### src/rtl/led_panel_pixel_remap_macros.svh
// Assertion macros used by the LED panel pixel remap RTL.
`ifndef LED_PANEL_PIXEL_REMAP_MACROS_SVH
`define LED_PANEL_PIXEL_REMAP_MACROS_SVH

// Consequent checked in the same cycle as the antecedent.
`define LPR_ASSERT_SAME(label, clk, rst, ante, cons, msg) \
   label: assert property (@(posedge clk) disable iff (rst) (ante) |-> (cons)) \
      else $error(msg);

// Consequent checked in the cycle after the antecedent.
`define LPR_ASSERT_NEXT(label, clk, rst, ante, cons, msg) \
   label: assert property (@(posedge clk) disable iff (rst) (ante) |=> (cons)) \
      else $error(msg);

`endif

### src/rtl/lpr_pkg.sv
// Types, codes and constants shared by the LED panel pixel remap modules.
`timescale 1ns / 1ps

package lpr_pkg;

   // Field widths of the item ports.
   localparam int PIXEL_W         = 7;
   localparam int OFFSET_W        = 10;
   localparam int POS_W           = OFFSET_W + 1;
   localparam int ORIENT_W        = 2;
   localparam int ORDER_W         = 3;
   localparam int PANEL_CHANNEL_W = 16;
   localparam int SOURCE_W        = 22;
   localparam int SLOT_OFFSET_W   = 2;
   localparam int NUM_SLOTS       = 3;

   // Register file layout.
   localparam int CSR_INDEX_W  = 3;
   localparam int CSR_DATA_W   = 11;
   localparam int PANEL_CFG_W  = 8;
   localparam int MATRIX_CFG_W = 11;

   localparam int PANEL_WIDTH_RESET   = 32;
   localparam int PANEL_HEIGHT_RESET  = 16;
   localparam int MATRIX_WIDTH_RESET  = 32;
   localparam int MATRIX_HEIGHT_RESET = 16;

   typedef enum logic [CSR_INDEX_W-1:0] {
      CSR_PANEL_WIDTH   = 3'd0,
      CSR_PANEL_HEIGHT  = 3'd1,
      CSR_MATRIX_WIDTH  = 3'd2,
      CSR_MATRIX_HEIGHT = 3'd3,
      CSR_INVERTED_ROWS = 3'd4
   } csr_index_type;

   typedef enum logic [ORIENT_W-1:0] {
      ORIENT_NORMAL      = 2'd0,
      ORIENT_UPSIDE_DOWN = 2'd1,
      ORIENT_LEFT        = 2'd2,
      ORIENT_RIGHT       = 2'd3
   } orientation_type;

   typedef enum logic [ORDER_W-1:0] {
      ORDER_RGB = 3'd0,
      ORDER_RBG = 3'd1,
      ORDER_GRB = 3'd2,
      ORDER_GBR = 3'd3,
      ORDER_BRG = 3'd4,
      ORDER_BGR = 3'd5
   } color_order_type;

   typedef logic [NUM_SLOTS-1:0][SLOT_OFFSET_W-1:0] slot_offsets_type;

   // Per-item control that travels alongside the pipeline data.
   typedef struct packed {
      logic valid;
      logic out_of_range;
   } stage_ctl_type;

   // Offset of each panel colour slot from the matrix base channel.
   // Unknown orders fall back to RGB.
   function automatic slot_offsets_type slot_offsets(input logic [ORDER_W-1:0] order);
      slot_offsets_type offs;
      case (color_order_type'(order))
         ORDER_RBG: offs = {2'd1, 2'd2, 2'd0};
         ORDER_GRB: offs = {2'd2, 2'd0, 2'd1};
         ORDER_GBR: offs = {2'd0, 2'd2, 2'd1};
         ORDER_BRG: offs = {2'd1, 2'd0, 2'd2};
         ORDER_BGR: offs = {2'd0, 2'd1, 2'd2};
         default:   offs = {2'd2, 2'd1, 2'd0};
      endcase
      return offs;
   endfunction

endpackage

### src/rtl/led_panel_pixel_remap.sv
// Top level of the LED panel pixel remap block.
`timescale 1ns / 1ps

// LED panel pixel remap. Each item names one pixel of one panel (column and
// row inside the placed, rotated panel, the panel's offset in the matrix, its
// orientation and its colour order) and yields exactly one result: the
// pixel's first channel inside the panel's own data (three channels a pixel)
// and, for each of the panel's three colour slots, the matrix channel that
// feeds it. Panels turned left or right swap width and height, and matrix
// rows can be counted from the bottom. A pixel outside the panel or the
// configured matrix returns out_of_range set with all channel fields zero.
// Colour orders 6 and 7 behave as RGB. Panel and matrix sizes written above
// MAX_PANEL_DIM or MAX_MATRIX_DIM are clamped to those limits. The block
// takes one item every clock cycle while the output side keeps up. Each item
// passes two stages of adds, compares and operand selection, one stage
// holding the two index multipliers, and the output register with the final
// scaling and colour slot adds. The whole pipeline halts together while a
// finished result waits on rsp_ready, so req_ready follows rsp_ready
// whenever the output register is full. The configuration registers take
// effect on the cycle after the write and are to be changed only while no
// item is in flight.
module led_panel_pixel_remap import lpr_pkg::*; #(
   parameter int MAX_PANEL_DIM  = 128,
   parameter int MAX_MATRIX_DIM = 1024
) (
   input  logic                       clock,
   input  logic                       reset,
   input  logic                       req_valid,
   output logic                       req_ready,
   input  logic [PIXEL_W-1:0]         req_pixel_x,
   input  logic [PIXEL_W-1:0]         req_pixel_y,
   input  logic [OFFSET_W-1:0]        req_x_offset,
   input  logic [OFFSET_W-1:0]        req_y_offset,
   input  logic [ORIENT_W-1:0]        req_orientation,
   input  logic [ORDER_W-1:0]         req_color_order,
   output logic                       rsp_valid,
   input  logic                       rsp_ready,
   output logic [PANEL_CHANNEL_W-1:0] rsp_panel_channel,
   output logic [SOURCE_W-1:0]        rsp_slot0_source,
   output logic [SOURCE_W-1:0]        rsp_slot1_source,
   output logic [SOURCE_W-1:0]        rsp_slot2_source,
   output logic                       rsp_out_of_range,
   input  logic                       csr_write_enable,
   input  logic [CSR_INDEX_W-1:0]     csr_index,
   input  logic [CSR_DATA_W-1:0]      csr_wdata
);

   // Widths able to hold a clamped panel or matrix dimension.
   localparam int PANEL_DIM_W  = $clog2(MAX_PANEL_DIM + 1);
   localparam int MATRIX_DIM_W = $clog2(MAX_MATRIX_DIM + 1);

   logic [PANEL_DIM_W-1:0]  panel_width, panel_height;
   logic [MATRIX_DIM_W-1:0] matrix_width, matrix_height;
   logic                    inverted_rows;
   logic                    advance;

   stage_ctl_type           s2_ctl;
   logic [PANEL_DIM_W-1:0]  s2_pa, s2_pb, s2_padd;
   logic [MATRIX_DIM_W-1:0] s2_row, s2_mw, s2_mx;
   logic [ORDER_W-1:0]      s2_order;

   // An item is taken whenever the pipeline moves.
   assign req_ready = advance;

   lpr_csr #(
      .MAX_PANEL_DIM  (MAX_PANEL_DIM),
      .MAX_MATRIX_DIM (MAX_MATRIX_DIM),
      .PANEL_DIM_W    (PANEL_DIM_W),
      .MATRIX_DIM_W   (MATRIX_DIM_W)
   ) u_csr (
      .clock            (clock),
      .reset            (reset),
      .csr_write_enable (csr_write_enable),
      .csr_index        (csr_index),
      .csr_wdata        (csr_wdata),
      .panel_width      (panel_width),
      .panel_height     (panel_height),
      .matrix_width     (matrix_width),
      .matrix_height    (matrix_height),
      .inverted_rows    (inverted_rows)
   );

   lpr_front #(
      .PANEL_DIM_W  (PANEL_DIM_W),
      .MATRIX_DIM_W (MATRIX_DIM_W)
   ) u_front (
      .clock           (clock),
      .reset           (reset),
      .advance         (advance),
      .req_valid       (req_valid),
      .req_pixel_x     (req_pixel_x),
      .req_pixel_y     (req_pixel_y),
      .req_x_offset    (req_x_offset),
      .req_y_offset    (req_y_offset),
      .req_orientation (req_orientation),
      .req_color_order (req_color_order),
      .panel_width     (panel_width),
      .panel_height    (panel_height),
      .matrix_width    (matrix_width),
      .matrix_height   (matrix_height),
      .inverted_rows   (inverted_rows),
      .s2_ctl          (s2_ctl),
      .s2_pa           (s2_pa),
      .s2_pb           (s2_pb),
      .s2_padd         (s2_padd),
      .s2_row          (s2_row),
      .s2_mw           (s2_mw),
      .s2_mx           (s2_mx),
      .s2_order        (s2_order)
   );

   lpr_back #(
      .PANEL_DIM_W  (PANEL_DIM_W),
      .MATRIX_DIM_W (MATRIX_DIM_W)
   ) u_back (
      .clock             (clock),
      .reset             (reset),
      .advance           (advance),
      .s2_ctl            (s2_ctl),
      .s2_pa             (s2_pa),
      .s2_pb             (s2_pb),
      .s2_padd           (s2_padd),
      .s2_row            (s2_row),
      .s2_mw             (s2_mw),
      .s2_mx             (s2_mx),
      .s2_order          (s2_order),
      .rsp_valid         (rsp_valid),
      .rsp_ready         (rsp_ready),
      .rsp_panel_channel (rsp_panel_channel),
      .rsp_slot0_source  (rsp_slot0_source),
      .rsp_slot1_source  (rsp_slot1_source),
      .rsp_slot2_source  (rsp_slot2_source),
      .rsp_out_of_range  (rsp_out_of_range)
   );

endmodule

### src/rtl/lpr_csr.sv
// Configuration registers, clamped to the supported panel and matrix sizes on write.
`timescale 1ns / 1ps

module lpr_csr import lpr_pkg::*; #(
   parameter int MAX_PANEL_DIM  = 128,
   parameter int MAX_MATRIX_DIM = 1024,
   parameter int PANEL_DIM_W    = 8,
   parameter int MATRIX_DIM_W   = 11
) (
   input  logic                    clock,
   input  logic                    reset,
   input  logic                    csr_write_enable,
   input  logic [CSR_INDEX_W-1:0]  csr_index,
   input  logic [CSR_DATA_W-1:0]   csr_wdata,
   output logic [PANEL_DIM_W-1:0]  panel_width,
   output logic [PANEL_DIM_W-1:0]  panel_height,
   output logic [MATRIX_DIM_W-1:0] matrix_width,
   output logic [MATRIX_DIM_W-1:0] matrix_height,
   output logic                    inverted_rows
);

   localparam int PSW = (PANEL_DIM_W > PANEL_CFG_W) ? PANEL_DIM_W : PANEL_CFG_W;
   localparam int MSW = (MATRIX_DIM_W > MATRIX_CFG_W) ? MATRIX_DIM_W : MATRIX_CFG_W;

   localparam int PW_RST = (PANEL_WIDTH_RESET > MAX_PANEL_DIM) ?
                           MAX_PANEL_DIM : PANEL_WIDTH_RESET;
   localparam int PH_RST = (PANEL_HEIGHT_RESET > MAX_PANEL_DIM) ?
                           MAX_PANEL_DIM : PANEL_HEIGHT_RESET;
   localparam int MW_RST = (MATRIX_WIDTH_RESET > MAX_MATRIX_DIM) ?
                           MAX_MATRIX_DIM : MATRIX_WIDTH_RESET;
   localparam int MH_RST = (MATRIX_HEIGHT_RESET > MAX_MATRIX_DIM) ?
                           MAX_MATRIX_DIM : MATRIX_HEIGHT_RESET;

   logic [PSW-1:0]          panel_val;
   logic [MSW-1:0]          matrix_val;
   logic [PANEL_DIM_W-1:0]  panel_sat;
   logic [MATRIX_DIM_W-1:0] matrix_sat;

   logic [PANEL_DIM_W-1:0]  panel_width_ff, panel_width_in;
   logic [PANEL_DIM_W-1:0]  panel_height_ff, panel_height_in;
   logic [MATRIX_DIM_W-1:0] matrix_width_ff, matrix_width_in;
   logic [MATRIX_DIM_W-1:0] matrix_height_ff, matrix_height_in;
   logic                    inverted_rows_ff, inverted_rows_in;

   always_comb begin
      panel_val  = PSW'(csr_wdata[PANEL_CFG_W-1:0]);
      matrix_val = MSW'(csr_wdata[MATRIX_CFG_W-1:0]);
      panel_sat  = (panel_val > PSW'(MAX_PANEL_DIM)) ?
                   PANEL_DIM_W'(MAX_PANEL_DIM) : PANEL_DIM_W'(panel_val);
      matrix_sat = (matrix_val > MSW'(MAX_MATRIX_DIM)) ?
                   MATRIX_DIM_W'(MAX_MATRIX_DIM) : MATRIX_DIM_W'(matrix_val);

      panel_width_in   = panel_width_ff;
      panel_height_in  = panel_height_ff;
      matrix_width_in  = matrix_width_ff;
      matrix_height_in = matrix_height_ff;
      inverted_rows_in = inverted_rows_ff;
      if (csr_write_enable) begin
         case (csr_index_type'(csr_index))
            CSR_PANEL_WIDTH:   panel_width_in   = panel_sat;
            CSR_PANEL_HEIGHT:  panel_height_in  = panel_sat;
            CSR_MATRIX_WIDTH:  matrix_width_in  = matrix_sat;
            CSR_MATRIX_HEIGHT: matrix_height_in = matrix_sat;
            CSR_INVERTED_ROWS: inverted_rows_in = csr_wdata[0];
            default: ;
         endcase
      end
   end

   always_ff @(posedge clock) begin
      if (reset) begin
         panel_width_ff   <= PANEL_DIM_W'(PW_RST);
         panel_height_ff  <= PANEL_DIM_W'(PH_RST);
         matrix_width_ff  <= MATRIX_DIM_W'(MW_RST);
         matrix_height_ff <= MATRIX_DIM_W'(MH_RST);
         inverted_rows_ff <= 1'b0;
      end else begin
         panel_width_ff   <= panel_width_in;
         panel_height_ff  <= panel_height_in;
         matrix_width_ff  <= matrix_width_in;
         matrix_height_ff <= matrix_height_in;
         inverted_rows_ff <= inverted_rows_in;
      end
   end

   assign panel_width   = panel_width_ff;
   assign panel_height  = panel_height_ff;
   assign matrix_width  = matrix_width_ff;
   assign matrix_height = matrix_height_ff;
   assign inverted_rows = inverted_rows_ff;

endmodule

### src/rtl/lpr_front.sv
// Front pipeline stages: placement sums, range checks and multiplier operand set-up.
`timescale 1ns / 1ps

module lpr_front import lpr_pkg::*; #(
   parameter int PANEL_DIM_W  = 8,
   parameter int MATRIX_DIM_W = 11
) (
   input  logic                    clock,
   input  logic                    reset,
   input  logic                    advance,
   input  logic                    req_valid,
   input  logic [PIXEL_W-1:0]      req_pixel_x,
   input  logic [PIXEL_W-1:0]      req_pixel_y,
   input  logic [OFFSET_W-1:0]     req_x_offset,
   input  logic [OFFSET_W-1:0]     req_y_offset,
   input  logic [ORIENT_W-1:0]     req_orientation,
   input  logic [ORDER_W-1:0]      req_color_order,
   input  logic [PANEL_DIM_W-1:0]  panel_width,
   input  logic [PANEL_DIM_W-1:0]  panel_height,
   input  logic [MATRIX_DIM_W-1:0] matrix_width,
   input  logic [MATRIX_DIM_W-1:0] matrix_height,
   input  logic                    inverted_rows,
   output stage_ctl_type           s2_ctl,
   output logic [PANEL_DIM_W-1:0]  s2_pa,
   output logic [PANEL_DIM_W-1:0]  s2_pb,
   output logic [PANEL_DIM_W-1:0]  s2_padd,
   output logic [MATRIX_DIM_W-1:0] s2_row,
   output logic [MATRIX_DIM_W-1:0] s2_mw,
   output logic [MATRIX_DIM_W-1:0] s2_mx,
   output logic [ORDER_W-1:0]      s2_order
);

   localparam int PCW = (PANEL_DIM_W > PIXEL_W) ? PANEL_DIM_W : PIXEL_W;
   localparam int MCW = (MATRIX_DIM_W > POS_W) ? MATRIX_DIM_W : POS_W;

   // Stage 1 registers.
   logic                   s1_valid_ff;
   logic [PIXEL_W-1:0]     s1_x_ff, s1_y_ff;
   logic [ORIENT_W-1:0]    s1_orient_ff;
   logic [ORDER_W-1:0]     s1_order_ff;
   logic [PANEL_DIM_W-1:0] s1_pw_ff, s1_ph_ff, s1_pw_in, s1_ph_in;
   logic [POS_W-1:0]       s1_mx_ff, s1_my_ff, s1_mx_in, s1_my_in;
   logic                   rotated;

   // Stage 2 registers.
   stage_ctl_type           s2_ctl_ff, s2_ctl_in;
   logic [PANEL_DIM_W-1:0]  s2_pa_ff, s2_pa_in;
   logic [PANEL_DIM_W-1:0]  s2_pb_ff, s2_pb_in;
   logic [PANEL_DIM_W-1:0]  s2_padd_ff, s2_padd_in;
   logic [MATRIX_DIM_W-1:0] s2_row_ff, s2_row_in;
   logic [MATRIX_DIM_W-1:0] s2_mw_ff;
   logic [MATRIX_DIM_W-1:0] s2_mx_ff;
   logic [ORDER_W-1:0]      s2_order_ff;

   logic [PANEL_DIM_W-1:0]  x_p, y_p, x_rev, y_rev;
   logic [MATRIX_DIM_W-1:0] my_m;

   // Stage 1: rotated panel size and matrix position.
   always_comb begin
      rotated  = (orientation_type'(req_orientation) == ORIENT_LEFT) ||
                 (orientation_type'(req_orientation) == ORIENT_RIGHT);
      s1_pw_in = rotated ? panel_height : panel_width;
      s1_ph_in = rotated ? panel_width : panel_height;
      s1_mx_in = POS_W'(req_x_offset) + POS_W'(req_pixel_x);
      s1_my_in = POS_W'(req_y_offset) + POS_W'(req_pixel_y);
   end

   always_ff @(posedge clock) begin
      if (reset) begin
         s1_valid_ff <= 1'b0;
      end else if (advance) begin
         s1_valid_ff <= req_valid;
      end
   end

   always_ff @(posedge clock) begin
      if (advance) begin
         s1_x_ff      <= req_pixel_x;
         s1_y_ff      <= req_pixel_y;
         s1_orient_ff <= req_orientation;
         s1_order_ff  <= req_color_order;
         s1_pw_ff     <= s1_pw_in;
         s1_ph_ff     <= s1_ph_in;
         s1_mx_ff     <= s1_mx_in;
         s1_my_ff     <= s1_my_in;
      end
   end

   // Stage 2: bounds checks and the operands of both index products.
   // Once the pixel is in range every difference below is non-negative
   // and fits the panel or matrix dimension width.
   always_comb begin
      x_p   = PANEL_DIM_W'(s1_x_ff);
      y_p   = PANEL_DIM_W'(s1_y_ff);
      x_rev = s1_pw_ff - x_p - PANEL_DIM_W'(1);
      y_rev = s1_ph_ff - y_p - PANEL_DIM_W'(1);
      my_m  = MATRIX_DIM_W'(s1_my_ff);

      s2_ctl_in.valid        = s1_valid_ff;
      s2_ctl_in.out_of_range = (PCW'(s1_x_ff) >= PCW'(s1_pw_ff)) ||
                               (PCW'(s1_y_ff) >= PCW'(s1_ph_ff)) ||
                               (MCW'(s1_mx_ff) >= MCW'(matrix_width)) ||
                               (MCW'(s1_my_ff) >= MCW'(matrix_height));

      case (orientation_type'(s1_orient_ff))
         ORIENT_NORMAL: begin
            s2_pa_in   = y_p;
            s2_pb_in   = s1_pw_ff;
            s2_padd_in = x_p;
         end
         ORIENT_UPSIDE_DOWN: begin
            s2_pa_in   = y_rev;
            s2_pb_in   = s1_pw_ff;
            s2_padd_in = x_rev;
         end
         ORIENT_LEFT: begin
            s2_pa_in   = x_p;
            s2_pb_in   = s1_ph_ff;
            s2_padd_in = y_rev;
         end
         default: begin
            s2_pa_in   = x_rev;
            s2_pb_in   = s1_ph_ff;
            s2_padd_in = y_p;
         end
      endcase

      s2_row_in = inverted_rows ? (matrix_height - my_m - MATRIX_DIM_W'(1)) : my_m;
   end

   always_ff @(posedge clock) begin
      if (reset) begin
         s2_ctl_ff <= '0;
      end else if (advance) begin
         s2_ctl_ff <= s2_ctl_in;
      end
   end

   always_ff @(posedge clock) begin
      if (advance) begin
         s2_pa_ff    <= s2_pa_in;
         s2_pb_ff    <= s2_pb_in;
         s2_padd_ff  <= s2_padd_in;
         s2_row_ff   <= s2_row_in;
         s2_mw_ff    <= matrix_width;
         s2_mx_ff    <= MATRIX_DIM_W'(s1_mx_ff);
         s2_order_ff <= s1_order_ff;
      end
   end

   assign s2_ctl   = s2_ctl_ff;
   assign s2_pa    = s2_pa_ff;
   assign s2_pb    = s2_pb_ff;
   assign s2_padd  = s2_padd_ff;
   assign s2_row   = s2_row_ff;
   assign s2_mw    = s2_mw_ff;
   assign s2_mx    = s2_mx_ff;
   assign s2_order = s2_order_ff;

endmodule

### src/rtl/lpr_back.sv
// Back pipeline stages: index products, channel scaling, colour slots and output register.
`timescale 1ns / 1ps
`include "led_panel_pixel_remap_macros.svh"

module lpr_back import lpr_pkg::*; #(
   parameter int PANEL_DIM_W  = 8,
   parameter int MATRIX_DIM_W = 11
) (
   input  logic                       clock,
   input  logic                       reset,
   output logic                       advance,
   input  stage_ctl_type              s2_ctl,
   input  logic [PANEL_DIM_W-1:0]     s2_pa,
   input  logic [PANEL_DIM_W-1:0]     s2_pb,
   input  logic [PANEL_DIM_W-1:0]     s2_padd,
   input  logic [MATRIX_DIM_W-1:0]    s2_row,
   input  logic [MATRIX_DIM_W-1:0]    s2_mw,
   input  logic [MATRIX_DIM_W-1:0]    s2_mx,
   input  logic [ORDER_W-1:0]         s2_order,
   output logic                       rsp_valid,
   input  logic                       rsp_ready,
   output logic [PANEL_CHANNEL_W-1:0] rsp_panel_channel,
   output logic [SOURCE_W-1:0]        rsp_slot0_source,
   output logic [SOURCE_W-1:0]        rsp_slot1_source,
   output logic [SOURCE_W-1:0]        rsp_slot2_source,
   output logic                       rsp_out_of_range
);

   localparam int PPROD_W = 2 * PANEL_DIM_W;
   localparam int MPROD_W = 2 * MATRIX_DIM_W;
   localparam int PCH_W   = (PPROD_W + 3 > PANEL_CHANNEL_W) ? PPROD_W + 3 : PANEL_CHANNEL_W;
   localparam int MCH_W   = (MPROD_W + 3 > SOURCE_W) ? MPROD_W + 3 : SOURCE_W;

   // Stage 3 registers.
   stage_ctl_type           s3_ctl_ff;
   logic [PPROD_W-1:0]      s3_pprod_ff;
   logic [MPROD_W-1:0]      s3_mprod_ff;
   logic [PANEL_DIM_W-1:0]  s3_padd_ff;
   logic [MATRIX_DIM_W-1:0] s3_mx_ff;
   logic [ORDER_W-1:0]      s3_order_ff;

   // Output registers.
   logic                       rsp_valid_ff;
   logic [PANEL_CHANNEL_W-1:0] rsp_panel_channel_ff, rsp_panel_channel_in;
   logic [SOURCE_W-1:0]        rsp_slot0_source_ff, rsp_slot0_source_in;
   logic [SOURCE_W-1:0]        rsp_slot1_source_ff, rsp_slot1_source_in;
   logic [SOURCE_W-1:0]        rsp_slot2_source_ff, rsp_slot2_source_in;
   logic                       rsp_out_of_range_ff;

   logic [PCH_W-1:0]  pidx, pch;
   logic [MCH_W-1:0]  mbase, mch;
   slot_offsets_type  offs;

   // The whole pipeline moves when the output register is free or being emptied.
   assign advance = !rsp_valid_ff || rsp_ready;

   // Stage 3: one multiplier for the panel index and one for the matrix row.
   always_ff @(posedge clock) begin
      if (reset) begin
         s3_ctl_ff <= '0;
      end else if (advance) begin
         s3_ctl_ff <= s2_ctl;
      end
   end

   always_ff @(posedge clock) begin
      if (advance) begin
         s3_pprod_ff <= PPROD_W'(s2_pa) * PPROD_W'(s2_pb);
         s3_mprod_ff <= MPROD_W'(s2_row) * MPROD_W'(s2_mw);
         s3_padd_ff  <= s2_padd;
         s3_mx_ff    <= s2_mx;
         s3_order_ff <= s2_order;
      end
   end

   // Stage 4: add the column terms, scale by three channels a pixel and
   // spread the matrix base over the colour slots.
   always_comb begin
      pidx  = PCH_W'(s3_pprod_ff) + PCH_W'(s3_padd_ff);
      pch   = (pidx << 1) + pidx;
      mbase = MCH_W'(s3_mprod_ff) + MCH_W'(s3_mx_ff);
      mch   = (mbase << 1) + mbase;
      offs  = slot_offsets(s3_order_ff);

      if (s3_ctl_ff.out_of_range) begin
         rsp_panel_channel_in = '0;
         rsp_slot0_source_in  = '0;
         rsp_slot1_source_in  = '0;
         rsp_slot2_source_in  = '0;
      end else begin
         rsp_panel_channel_in = pch[PANEL_CHANNEL_W-1:0];
         rsp_slot0_source_in  = SOURCE_W'(mch + MCH_W'(offs[0]));
         rsp_slot1_source_in  = SOURCE_W'(mch + MCH_W'(offs[1]));
         rsp_slot2_source_in  = SOURCE_W'(mch + MCH_W'(offs[2]));
      end
   end

   always_ff @(posedge clock) begin
      if (reset) begin
         rsp_valid_ff <= 1'b0;
      end else if (advance) begin
         rsp_valid_ff <= s3_ctl_ff.valid;
      end
   end

   always_ff @(posedge clock) begin
      if (advance) begin
         rsp_panel_channel_ff <= rsp_panel_channel_in;
         rsp_slot0_source_ff  <= rsp_slot0_source_in;
         rsp_slot1_source_ff  <= rsp_slot1_source_in;
         rsp_slot2_source_ff  <= rsp_slot2_source_in;
         rsp_out_of_range_ff  <= s3_ctl_ff.out_of_range;
      end
   end

   assign rsp_valid         = rsp_valid_ff;
   assign rsp_panel_channel = rsp_panel_channel_ff;
   assign rsp_slot0_source  = rsp_slot0_source_ff;
   assign rsp_slot1_source  = rsp_slot1_source_ff;
   assign rsp_slot2_source  = rsp_slot2_source_ff;
   assign rsp_out_of_range  = rsp_out_of_range_ff;

   // A flagged item carries no channel numbers.
   `LPR_ASSERT_SAME(a_flagged_zero, clock, reset, rsp_valid_ff && rsp_out_of_range_ff, (rsp_panel_channel_ff == '0) && (rsp_slot0_source_ff == '0) && (rsp_slot1_source_ff == '0) && (rsp_slot2_source_ff == '0), "flagged item has non-zero channels")

   // The three colour slots of a mapped pixel are always distinct channels.
   `LPR_ASSERT_SAME(a_slots_distinct, clock, reset, rsp_valid_ff && !rsp_out_of_range_ff, (rsp_slot0_source_ff != rsp_slot1_source_ff) && (rsp_slot0_source_ff != rsp_slot2_source_ff) && (rsp_slot1_source_ff != rsp_slot2_source_ff), "colour slots share a channel")

   // A stalled pipeline keeps its products and its valid bit.
   `LPR_ASSERT_NEXT(a_stall_holds, clock, reset, !advance, $stable(s3_ctl_ff) && $stable(s3_mprod_ff) && $stable(s3_pprod_ff), "stage 3 changed during a stall")

   // A new result only appears when stage 3 held an item.
   `LPR_ASSERT_SAME(a_valid_source, clock, reset, $rose(rsp_valid_ff), $past(s3_ctl_ff.valid), "result appeared without an item behind it")

endmodule

### config.mk
export PLATFORM = sky130hd
export DESIGN_NAME = led_panel_pixel_remap
export DESIGN_NICKNAME = d
export VERILOG_FILES = /design/src/rtl/lpr_pkg.sv /design/src/rtl/led_panel_pixel_remap.sv /design/src/rtl/lpr_csr.sv /design/src/rtl/lpr_front.sv /design/src/rtl/lpr_back.sv
export VERILOG_INCLUDE_DIRS = /design/src /design/src/rtl
export SDC_FILE = /design/constraint.sdc
export NUM_CORES = 1
export LEC_CHECK = 0
export BUFFER_PORTS_ARGS = -buffer_cell sky130_fd_sc_hd__buf_2
export CORE_MARGIN = 3
export CORE_UTILIZATION = 64
export CTS_BUF_LIST = sky130_fd_sc_hd__clkbuf_2
export CTS_CLUSTER_DIAMETER = 200
export DETAILED_ROUTE_END_ITERATION = 8
export PLACE_DENSITY = 0.89
export SLEW_MARGIN = 20
export SYNTH_ARGS = -nofsm -noshare
export SYNTH_HDL_FRONTEND = slang
export SYNTH_SLANG_ARGS = --single-unit
### constraint.sdc
create_clock -name clock -period 9.1 [get_ports clock]
set_clock_uncertainty 0.15 [all_clocks]
set_input_delay 0.455 -clock clock [delete_from_list [all_inputs] [get_ports clock]]
set_output_delay 0.455 -clock clock [all_outputs]
set_load 0.05 [all_outputs]
# Word level (Yosys, flattened, before mapping)
# Index checks and enable logic that the tools add are counted.
[op_classes]
eq_ne = 13
mux = 9
magnitude_cmp = 6
mul = 2
n_reduce_logical = 14
addsub = 15
[op_table]
columns = ["operator", "n"]
rows = [
  ["adder 22 x 2 -> 22 bit", 3],
  ["one-hot mux 8 bit (3 select lines)", 2],
  ["2-to-1 mux 8 bit", 4],
  ["one-hot mux 6 bit (5 select lines)", 1],
  ["adder 10 x 7 -> 11 bit", 2],
  ["adder 22 x 11 -> 22 bit", 1],
  ["adder 22 bit", 1],
  [">= comparator 11 bit", 2],
  ["multiplier 11 x 11 -> 22 bit", 1],
  ["2-to-1 mux 11 bit", 2],
  ["adder 16 bit", 1],
  ["adder 16 x 8 -> 16 bit", 1],
  [">= comparator 7 x 8 -> 1 bit", 2],
  ["multiplier 8 x 8 -> 16 bit", 1],
  ["subtractor 8 x 1 -> 8 bit (second input constant)", 2],
  ["subtractor 8 x 7 -> 8 bit", 2],
  ["== test 3 x 2 -> 1 bit (second input constant)", 4],
  ["> comparator 11 bit (second input constant)", 1],
  ["subtractor 11 x 1 -> 11 bit (second input constant)", 1],
  ["subtractor 11 bit", 1],
  ["AND reduction 2 bit", 5],
  ["== test 3 bit (second input constant)", 3],
  ["> comparator 8 bit (second input constant)", 1],
  ["== test 2 bit (second input constant)", 3],
  ["other kinds (7)", 12],
]
[totals]
regBits = 305
out_inout_bits = 85
elab_cells = 95

# Logic depth before layout (Yosys ltp)
# Gate-level depths: netlist (run 1).
[logic_depth]
ltp_word = 4
depth_mapped = 23
depth_no_buf = 21

# Cells and area by module
# Synthesis (run 1) repeated with hierarchy kept, for this count alone.
[hier_totals]
cells_unflattened = 2278
area_unflattened_um2 = 23184.7
[modules_own_cells]
columns = ["module", "seq_area_each_um2", "instances", "cells_each", "area_each_um2"]
rows = [
  ["lpr_back", 4354.2, 1, 1533, 14777.9],
  ["lpr_front", 3573.4, 1, 559, 6874.1],
  ["lpr_csr", 780.7, 1, 186, 1532.7],
]

# Worst setup path before layout (run 1)
# Ideal clock, no wire load.
[synth_timing]
path_kind = "reg2reg"
from = "register u_back.rsp_valid_ff, in the netlist u_back.rsp_valid"
to = "register u_back.rsp_out_of_range_ff, in the netlist u_back.rsp_out_of_range (enable)"
arrival_time_ns = 6.104
n_path_buf = 0
path_stages_with_launch = 3
slack_ns = 2.218
synth_period_minus_slack_ns = 6.882
setup_ns = 0.628
cell_sequence = "dfxtp_1 > nor2b_1 > inv_1"
[synth_between]
elab_chain_cells = 2
[synth_lines]
columns = ["element", "line", "rtl"]
rows = [
  ["from (decl)", "lpr_back.sv:43", "logic rsp_valid_ff;"],
  ["from (signal assigned)", "lpr_back.sv:102", "rsp_valid_ff <= s3_ctl_ff.valid;"],
  ["logical NOT 1 bit", "lpr_back.sv:55", "assign advance = !rsp_valid_ff || rsp_ready;"],
  ["logical OR 1 bit", "lpr_back.sv:55", ""],
  ["net req_ready", "led_panel_pixel_remap.sv:29", "output logic req_ready,"],
  ["to (signal assigned)", "lpr_back.sv:112", "rsp_out_of_range_ff <= s3_ctl_ff.out_of_range;"],
  ["to (decl)", "lpr_back.sv:48", "logic rsp_out_of_range_ff;"],
]
# The timed path passes the listed nets, and every way through them passes these cells.
# A chain may end at the register's enable or synchronous reset.

# Final worst setup path (run 1)
[layout_timing]
from = "register u_back.s3_mx_ff[5]"
to = "register u_back.rsp_slot2_source_ff[21], in the netlist u_back.rsp_slot2_source[21], data pin"
[layout_between]
elab_chain_cells = 3
[layout_lines]
columns = ["element", "line", "rtl"]
rows = [
  ["from (decl)", "lpr_back.sv:39", "logic [MATRIX_DIM_W-1:0] s3_mx_ff;"],
  ["from (signal assigned)", "lpr_back.sv:71", "s3_mx_ff <= s2_mx;"],
  ["adder 22 x 11 -> 22 bit", "lpr_back.sv:81", "mbase = MCH_W'(s3_mprod_ff) + MCH_W'(s3_mx_ff);"],
  ["adder 22 bit", "lpr_back.sv:82", "mch = (mbase << 1) + mbase;"],
  ["adder 22 x 2 -> 22 bit", "lpr_back.sv:94", "rsp_slot2_source_in = SOURCE_W'(mch + MCH_W'(offs[2]));"],
  ["to (signal assigned)", "lpr_back.sv:111", "rsp_slot2_source_ff <= rsp_slot2_source_in;"],
  ["to (decl)", "lpr_back.sv:47", "logic [SOURCE_W-1:0] rsp_slot2_source_ff, rsp_slot2_source_in;"],
]
# No other way between the ends.

==> results of run 1 <==
-- what timing repair did --
action / in CTS / in global routing
hold endpoints to repair: 101 / 0
gates resized for setup: 0 / 0
hold buffers: 81 / 0
-- where the power goes --
part | internal, uW | switching, uW | total [uW]
Sequential | 2020 | 164 | 2180
Combinational | 1700 | 2970 | 4670
Clock | 363 | 572 | 934
-- metal layers --
metal / share of wire (%) / vias up
met2: 50 / 621
met1: 40 / 7977
li1: - / 8145
met3: 6.1 / 146
met4: 3.6 / 0
met5: 0 / -
-- worst paths after layout --
path | end | slack (ps) | cells after the start
max | u_back.rsp_slot2_source[21] | 3060 | 19
max reg2reg | u_back.rsp_slot2_source[21] | 3060 | 19
min reg2reg | u_back.s3_mx_ff[0] | 240 | 0
min | u_front.s1_orient_ff[0] | 130 | 2
-- per-stage QoR --
stage / util, % / power, uW / area, um^2 / instances / hold WS [ps]
2_1_floorplan: - / 5910 / 23010 / 2260 / 250.3
3_3_place_gp: 68.81 / 6571 / 24060 / 2794 / 250.2
3_5_place_dp: 68.81 / 6784 / 24060 / 2794 / 254.5
4_1_cts: 73.13 / 7761 / 25570 / 3010 / 5.906
5_1_grt: 73.15 / 8380 / 25580 / 3011 / 40.24
6_report: 73.15 / 7784 / 25580 / 3011 / 127.4
-- Yosys cell counts (7+ instances only) --
master	instances	area, um^2
o21ai_0	63	315.3
nor3_1	26	130.1
clkbuf_1	60	225.2
o211ai_1	9	67.56
nor2_1	158	593.1
o21bai_1	31	232.7
mux2_2	19	214.0
a21o_1	28	210.2
fa_1	128	2562
a21oi_1	128	640.6
and3_1	9	56.30
and2_1	101	631.9
ha_1	228	2853
a31oi_1	7	43.79
inv_1	282	1059
nand2b_1	21	131.4
nand2_1	221	829.6
o21a_1	22	165.2
nor4_1	7	43.79
nor2b_1	41	256.5
mux2i_1	25	250.2
xor2_1	57	499.2
or2_2	9	56.30
or3_1	12	75.07
nand3_1	33	165.2
edfxtp_1	260	7807
nand4_1	13	81.33
xnor2_1	119	1042
dfxtp_1	45	900.9
a211oi_1	8	60.06
-- worst max-delay path, cell delays in order (launching register included) --
cell and delay (ps):
edfxtp_1 390, ha_1 370, a21o_1 220, or3_1 330, o21ba_2 270, or2_2 300, a21oi_1 300, nand2b_1 170
xnor2_1 150, ha_1 370, nand3_1 110, nor2_1 70, a221oi_1 370, o211ai_1 380, a31oi_1 460, and3_1 290
and2_0 380, nand4b_1 230, nor4_1 360, mux2i_1 120
-- registers in the layout, summed over array words and instances (netlist names), 11 cells and up --
| name | cells |
|---|---|
| u_back.rsp_slot2_source | 22 |
| u_front.s1_mx_ff | 11 |
| u_front.s2_mw | 11 |
| u_front.my_m | 11 |
| u_back.s3_pprod_ff | 16 |
| u_back.rsp_slot1_source | 22 |
| u_front.s2_mx | 11 |
| u_csr.matrix_width | 11 |
| u_front.s2_row | 11 |
| u_csr.matrix_height | 11 |
| u_back.s3_mprod_ff | 22 |
| u_back.rsp_slot0_source | 22 |
| u_back.s3_mx_ff | 11 |
| u_back.rsp_panel_channel | 16 |
-- cells by family (layout without fill, tap and decap cells) --
family	after synthesis	after routing
multiplexers	48	48
buffers and inverters	350	645
XOR/XNOR	176	176
adder cells (fa/ha/maj)	356	356
flip-flops	305	305
AO/OA/AOI/OAI	343	343
AND/OR/NAND/NOR	682	682
other	0	1
-- layout make-up --
cell class              instances  share of cell area (%)
clock inverters                35                  0.7778
flip-flops and latches        305                   34.05
diodes                          1                0.009783
multi-input cells            1605                   50.72
well taps                     455                   2.226
clock buffers                 100                   1.957
repair buffers                227                   6.080
inverters                     283                   4.182
==> impl_metrics.json, run 1 <==
{
  "outcome": "completed",
  "synth-edff-count": 260,
  "avgSynthCellArea_um2": 10.18,
  "pin_count_of_the_biggest_net_entering_global_routing": 125,
  "cts_max_path_buffers": 3,
  "pwr_density_cell_nw_per_um2": 304.3,
  "pre_cts_ws_ps": 3213,
  "fp.dieArea_um2": 38270,
  "max_h_tree_level": 3,
  "cp.arrival_ps": 6550,
  "antenna_violating_nets_post_route": 0,
  "layout.cells.most_common": "inv_1",
  "dp_hpwl_um": 37450,
  "grt_pass1_vias": 17400,
  "synth-async-reset-ratio_pct": 0,
  "report.final.slew_viol_count": 0,
  "globalRoute.totalOverflow": 0,
  "antenna_violations_before_repair": 1,
  "drc": 0,
  "warnings_synthesis": 0,
  "viasPerCell": 5.609,
  "setup.worst_path.end_class": "flip-flop",
  "clock_network_latency_to_the_later_pin_of_the_worst_skew_pair_ps": 940,
  "postSynthRegisterBits": 305,
  "met3_global_route_usage_pct": 4.969,
  "ys_dominant_reg_cell": "edfxtp_1",
  "cts_root_buf": "clkbuf_2",
  "min-delay-start": "req_orientation[0]",
  "layout-area-overhead-vs-synth_pct": 11.15,
  "max_cap_viol_count": 0,
  "global_route.peak_usage_layer": "met2",
  "grtUsageMet1_pct": 32.84,
  "fmaxAchievable_mhz": 165.6,
  "post_synth_and_or_nand_nor_area_fraction_pct": 14.45,
  "critical_path.reg2reg.startpoint": "u_back.s3_mx_ff[5]",
  "register_area_um2": 8710,
  "syn_inst": 2260,
  "final_cell_mix": "inv_1, edfxtp_1, ha_1, nand2_1, nor2_1",
  "initial_utilization_pct": 65.81,
  "post_route_cells_drive_above_1_share_pct": 11.86,
  "setup-violations-final": 0,
  "setup.worst_path.class": "reg2reg",
  "total_area_of_multi_input_combinational_cells_um2": 12970,
  "worst_hold_path_type": "in2reg",
  "grt_pass1_wl_um": 84190,
  "tns_ps": 0,
  "cp_data_required_time_ps": 9620,
  "route.final.wire_length_um": 51090,
  "filler_instances": 2354,
  "netlist_area_um2": 23010,
  "io_buffers": 142,
  "cts_buffers": 77,
  "crit_path_start_kind": "flip-flop",
  "total_grt_usage_pct": 26.82,
  "fp-row-count": 68,
  "final_net_count": 2913,
  "ir_drop_mv": 0.4922,
  "finalCriticalPeriod_ps": 6039,
  "timing.slew.headroom_pct": 30.56,
  "drt_first_pass_iters": 8,
  "yosysUniqueCellTypes": 70,
  "yosys.area_share.xor_xnor_pct": 6.699,
  "gpl.final_weighted_congestion": 0.9019,
  "postSynthNetCount": 2674,
  "worst_slew_pin_slew_ps": 1039,
  "routed_wire_length_per_instance_um": 16.97,
  "yosysSeqAreaShare_pct": 37.84,
  "worstSetupStartpoint": "u_back.s3_mx_ff[5]",
  "number_of_setup_buffers_added_after_cts": 0,
  "critical_path_peak_fanout": 10,
  "die-width_um": 195.6,
  "postLayoutSetupSlackWorst_ps": 3061,
  "die_y_um": 195.6,
  "cts_tree": "built",
  "main_combinational_cell_family_by_area_after_synthesis": "adder cells",
  "fp.coreArea_um2": 34970,
  "hold_viol_final": 0,
  "routed-via-count": 16890,
  "fraction_of_synthesized_area_in_multiplexers_pct": 2.409,
  "pin_count": 143,
  "globalRouteMet2Util_pct": 47.03,
  "synth_compound_gate_area_share_pct": 9.287,
  "worst_setup_hold_path_clk_slew_ps": 110,
  "final_min_period_over_clock_period_pct": 66.36,
  "clock_sink_count": 305,
  "p_leak_uw": 0.01188,
  "unrepaired_setup_endpoints_after_global_routing": "no",
  "synthAdderAreaFrac_pct": 23.53,
  "detailedRoute.firstIterationViolations": 870
}
(Power assumes the default switching activity.)
==> inputs of run 2 (changes only) <==
Clock period 9.1 ns to 5.7 ns, I/O delays scaled along.
==> impl_metrics.json, run 2 (synthesis results as in run 1) <==
{
  "critical_path.reg2reg.startpoint": "u_front.s2_row[2]",
  "die_y_um": 195.6,
  "met1Wirelength_um": 21020,
  "timing.slew.headroom_pct": 34.62,
  "layout-area-overhead-vs-synth_pct": 15.01,
  "critical-path-top-cell-by-count": "fa_1",
  "critical_path.max_stage_delay_ps": 560,
  "cts_buffers": 78,
  "filler_instances": 2171,
  "layout.cells.most_common": "inv_1",
  "antenna_violating_nets_post_route": 0,
  "fp.dieArea_um2": 38270,
  "gpl.final_weighted_congestion": 0.9171,
  "worst_hold_endpoint": "u_front.s1_mx_ff[0]",
  "unrepaired_setup_endpoints_after_global_routing": "yes",
  "ir_drop_mv": 0.7749,
  "final_min_period_over_clock_period_pct": 97.12,
  "setup.worst_path.end_class": "flip-flop",
  "dpl.cell_count": 2821,
  "detailedRoute.firstIterationViolations": 998,
  "grt_pass1_wl_um": 89730,
  "routed_wire_length_per_instance_um": 17.39,
  "max_h_tree_level": 3,
  "topRoutingLayerUsed": "met4",
  "pin_count": 143,
  "setup-violations-final": 0,
  "routed-via-count": 17520,
  "min-delay-start": "req_x_offset[0]",
  "viasPerCell": 5.653,
  "regToRegEndpoint": "u_back.s3_mprod_ff[20]",
  "drc": 0,
  "worst-path-buf-inv": 3,
  "route.final.wire_length_um": 53900,
  "worst_setup_hold_path_clk_slew_ps": 120,
  "final_net_count": 2997,
  "antenna_violations_before_repair": 2,
  "post_layout_nonfiller_instances": 3099,
  "clock_network_latency_to_the_later_pin_of_the_worst_skew_pair_ps": 960,
  "fmaxAchievable_mhz": 180.6,
  "globalRoute.totalOverflow": 0,
  "io_buffers": 142,
  "cts_max_path_buffers": 3,
  "finalCriticalPeriod_ps": 5536,
  "critical_path_peak_fanout": 8,
  "max_cap_viol_count": 0,
  "crit_path_start_kind": "flip-flop",
  "pin_count_of_the_biggest_net_entering_global_routing": 130,
  "clock_sink_count": 305,
  "dp_hpwl_um": 38160,
  "grt_pass1_vias": 18430,
  "r2r_slack_ps": 160,
  "met3_wire_len_um": 3703,
  "cts_root_buf": "clkbuf_2",
  "report.final.slew_viol_count": 0,
  "hold_path_depth": 3,
  "pwr_density_cell_nw_per_um2": 488.6,
  "cp.arrival_ps": 6080,
  "final_cell_mix": "inv_1, edfxtp_1, ha_1, nand2_1, nor2_1",
  "routed-wl-met2_um": 26720,
  "critical_path.cell_chain": "buf_4, and2_1, fa_1, ha_1, inv_1, fa_1, fa_1, fa_1, inv_1, ha_1, nor2b_1, o21a_1, o41ai_2, o211a_1, a21oi_1, a41o_1, o41ai_2, xnor2_1",
  "crit_path_top_delay_cell": "fa_1",
  "postLayoutSetupSlackWorst_ps": 164.0,
  "cts_tree": "built",
  "worst_hold_path_type": "in2reg",
  "fp-row-count": 68,
  "initial_utilization_pct": 65.81,
  "die-width_um": 195.6,
  "drt_first_pass_iters": 5,
  "hold_viol_final": 0,
  "setup.worst_path.class": "reg2reg",
  "pre_cts_ws_ps": -26.30,
  "rr_worst_depth": 18,
  "p_leak_uw": 0.01235,
  "fp.coreArea_um2": 34970,
  "worst_slew_pin_slew_ps": 978.7,
  "critical-path-top-delay-family": "adder cells",
  "timing.hold.ws_ps": 136.4,
  "post_route_cells_drive_above_1_share_pct": 13.74,
  "cp_data_required_time_ps": 6240,
  "outcome": "completed",
  "total_grt_usage_pct": 28.72
}
==> run 2: how the worst max path moves through the flow <==
stage / from / endpoint / depth (start not counted)
3_5_place_dp: u_front.s2_mw[4] / u_back.s3_mprod_ff[21] / 17
6_report: u_front.s2_row[2] / u_back.s3_mprod_ff[20] / 18
2_1_floorplan: u_back.rsp_valid / u_back.rsp_out_of_range / 2
4_1_cts: u_front.s2_row[3] / u_back.s3_mprod_ff[21] / 18
3_3_place_gp: u_front.s2_mw[4] / u_back.s3_mprod_ff[21] / 17
5_1_grt: u_front.s2_row[5] / u_back.s3_mprod_ff[21] / 17
==> run 2: area by class of cell <==
type                            instances  area (um^2)  share of cell area (%)
Inverter                              283         1066                   4.028
Clock buffer                          107        535.5                   2.023
Timing Repair Buffer                  310         2310                   8.727
Multi-Input combinational cell       1605        13020                   49.20
Sequential cell                       305         8711                   32.91
Tap cell                              455        569.3                   2.151
Clock inverter                         31        245.2                  0.9266
Antenna cell                            3        7.507                 0.02837
==> run 2: what timing repair did <==
| action | in CTS | in global routing |
|---|---|---|
| setup buffers | 4 | 10 |
| cloned | 0 | 0 |
| setup endpoints to repair | 1 | 10 |
| endpoints found under the hold margin | 102 | 0 |
| gates resized for setup | 0 | 9 |
| hold buffers | 122 | 0 |
==> run 2: power by group <==
group	switching, uW	leakage (uW)	internal [uW]	total [uW]
Clock	935	0.000560	699	1630
Sequential	250	0.00326	3220	3470
Combinational	4900	0.00853	2920	7830
==> run 2: metrics by stage <==
stage	TNS, ps	total power, uW	util [%]	instance area [um^2]
final	0	12930	75.68	26470
after global routing	-26.37	13930	75.68	26470
after CTS	0	12770	75.27	26320
after detailed placement	-26.30	11010	69.46	24290
after global placement	0	10680	69.46	24290
after floorplan	0	9434	-	23020
==> run 2: per-layer routing <==
layer	vias up	GRT usage, %
li1	8333	-
met4	0	12.31
met5	-	0
met3	181	5.487
met1	8283	34.67
met2	721	50.39
==> run 2: worst min-delay path: cells and delay by family <==
family                     cells  cell delay (ps)
buffers and inverters          2              610
adders and majority gates      1              200
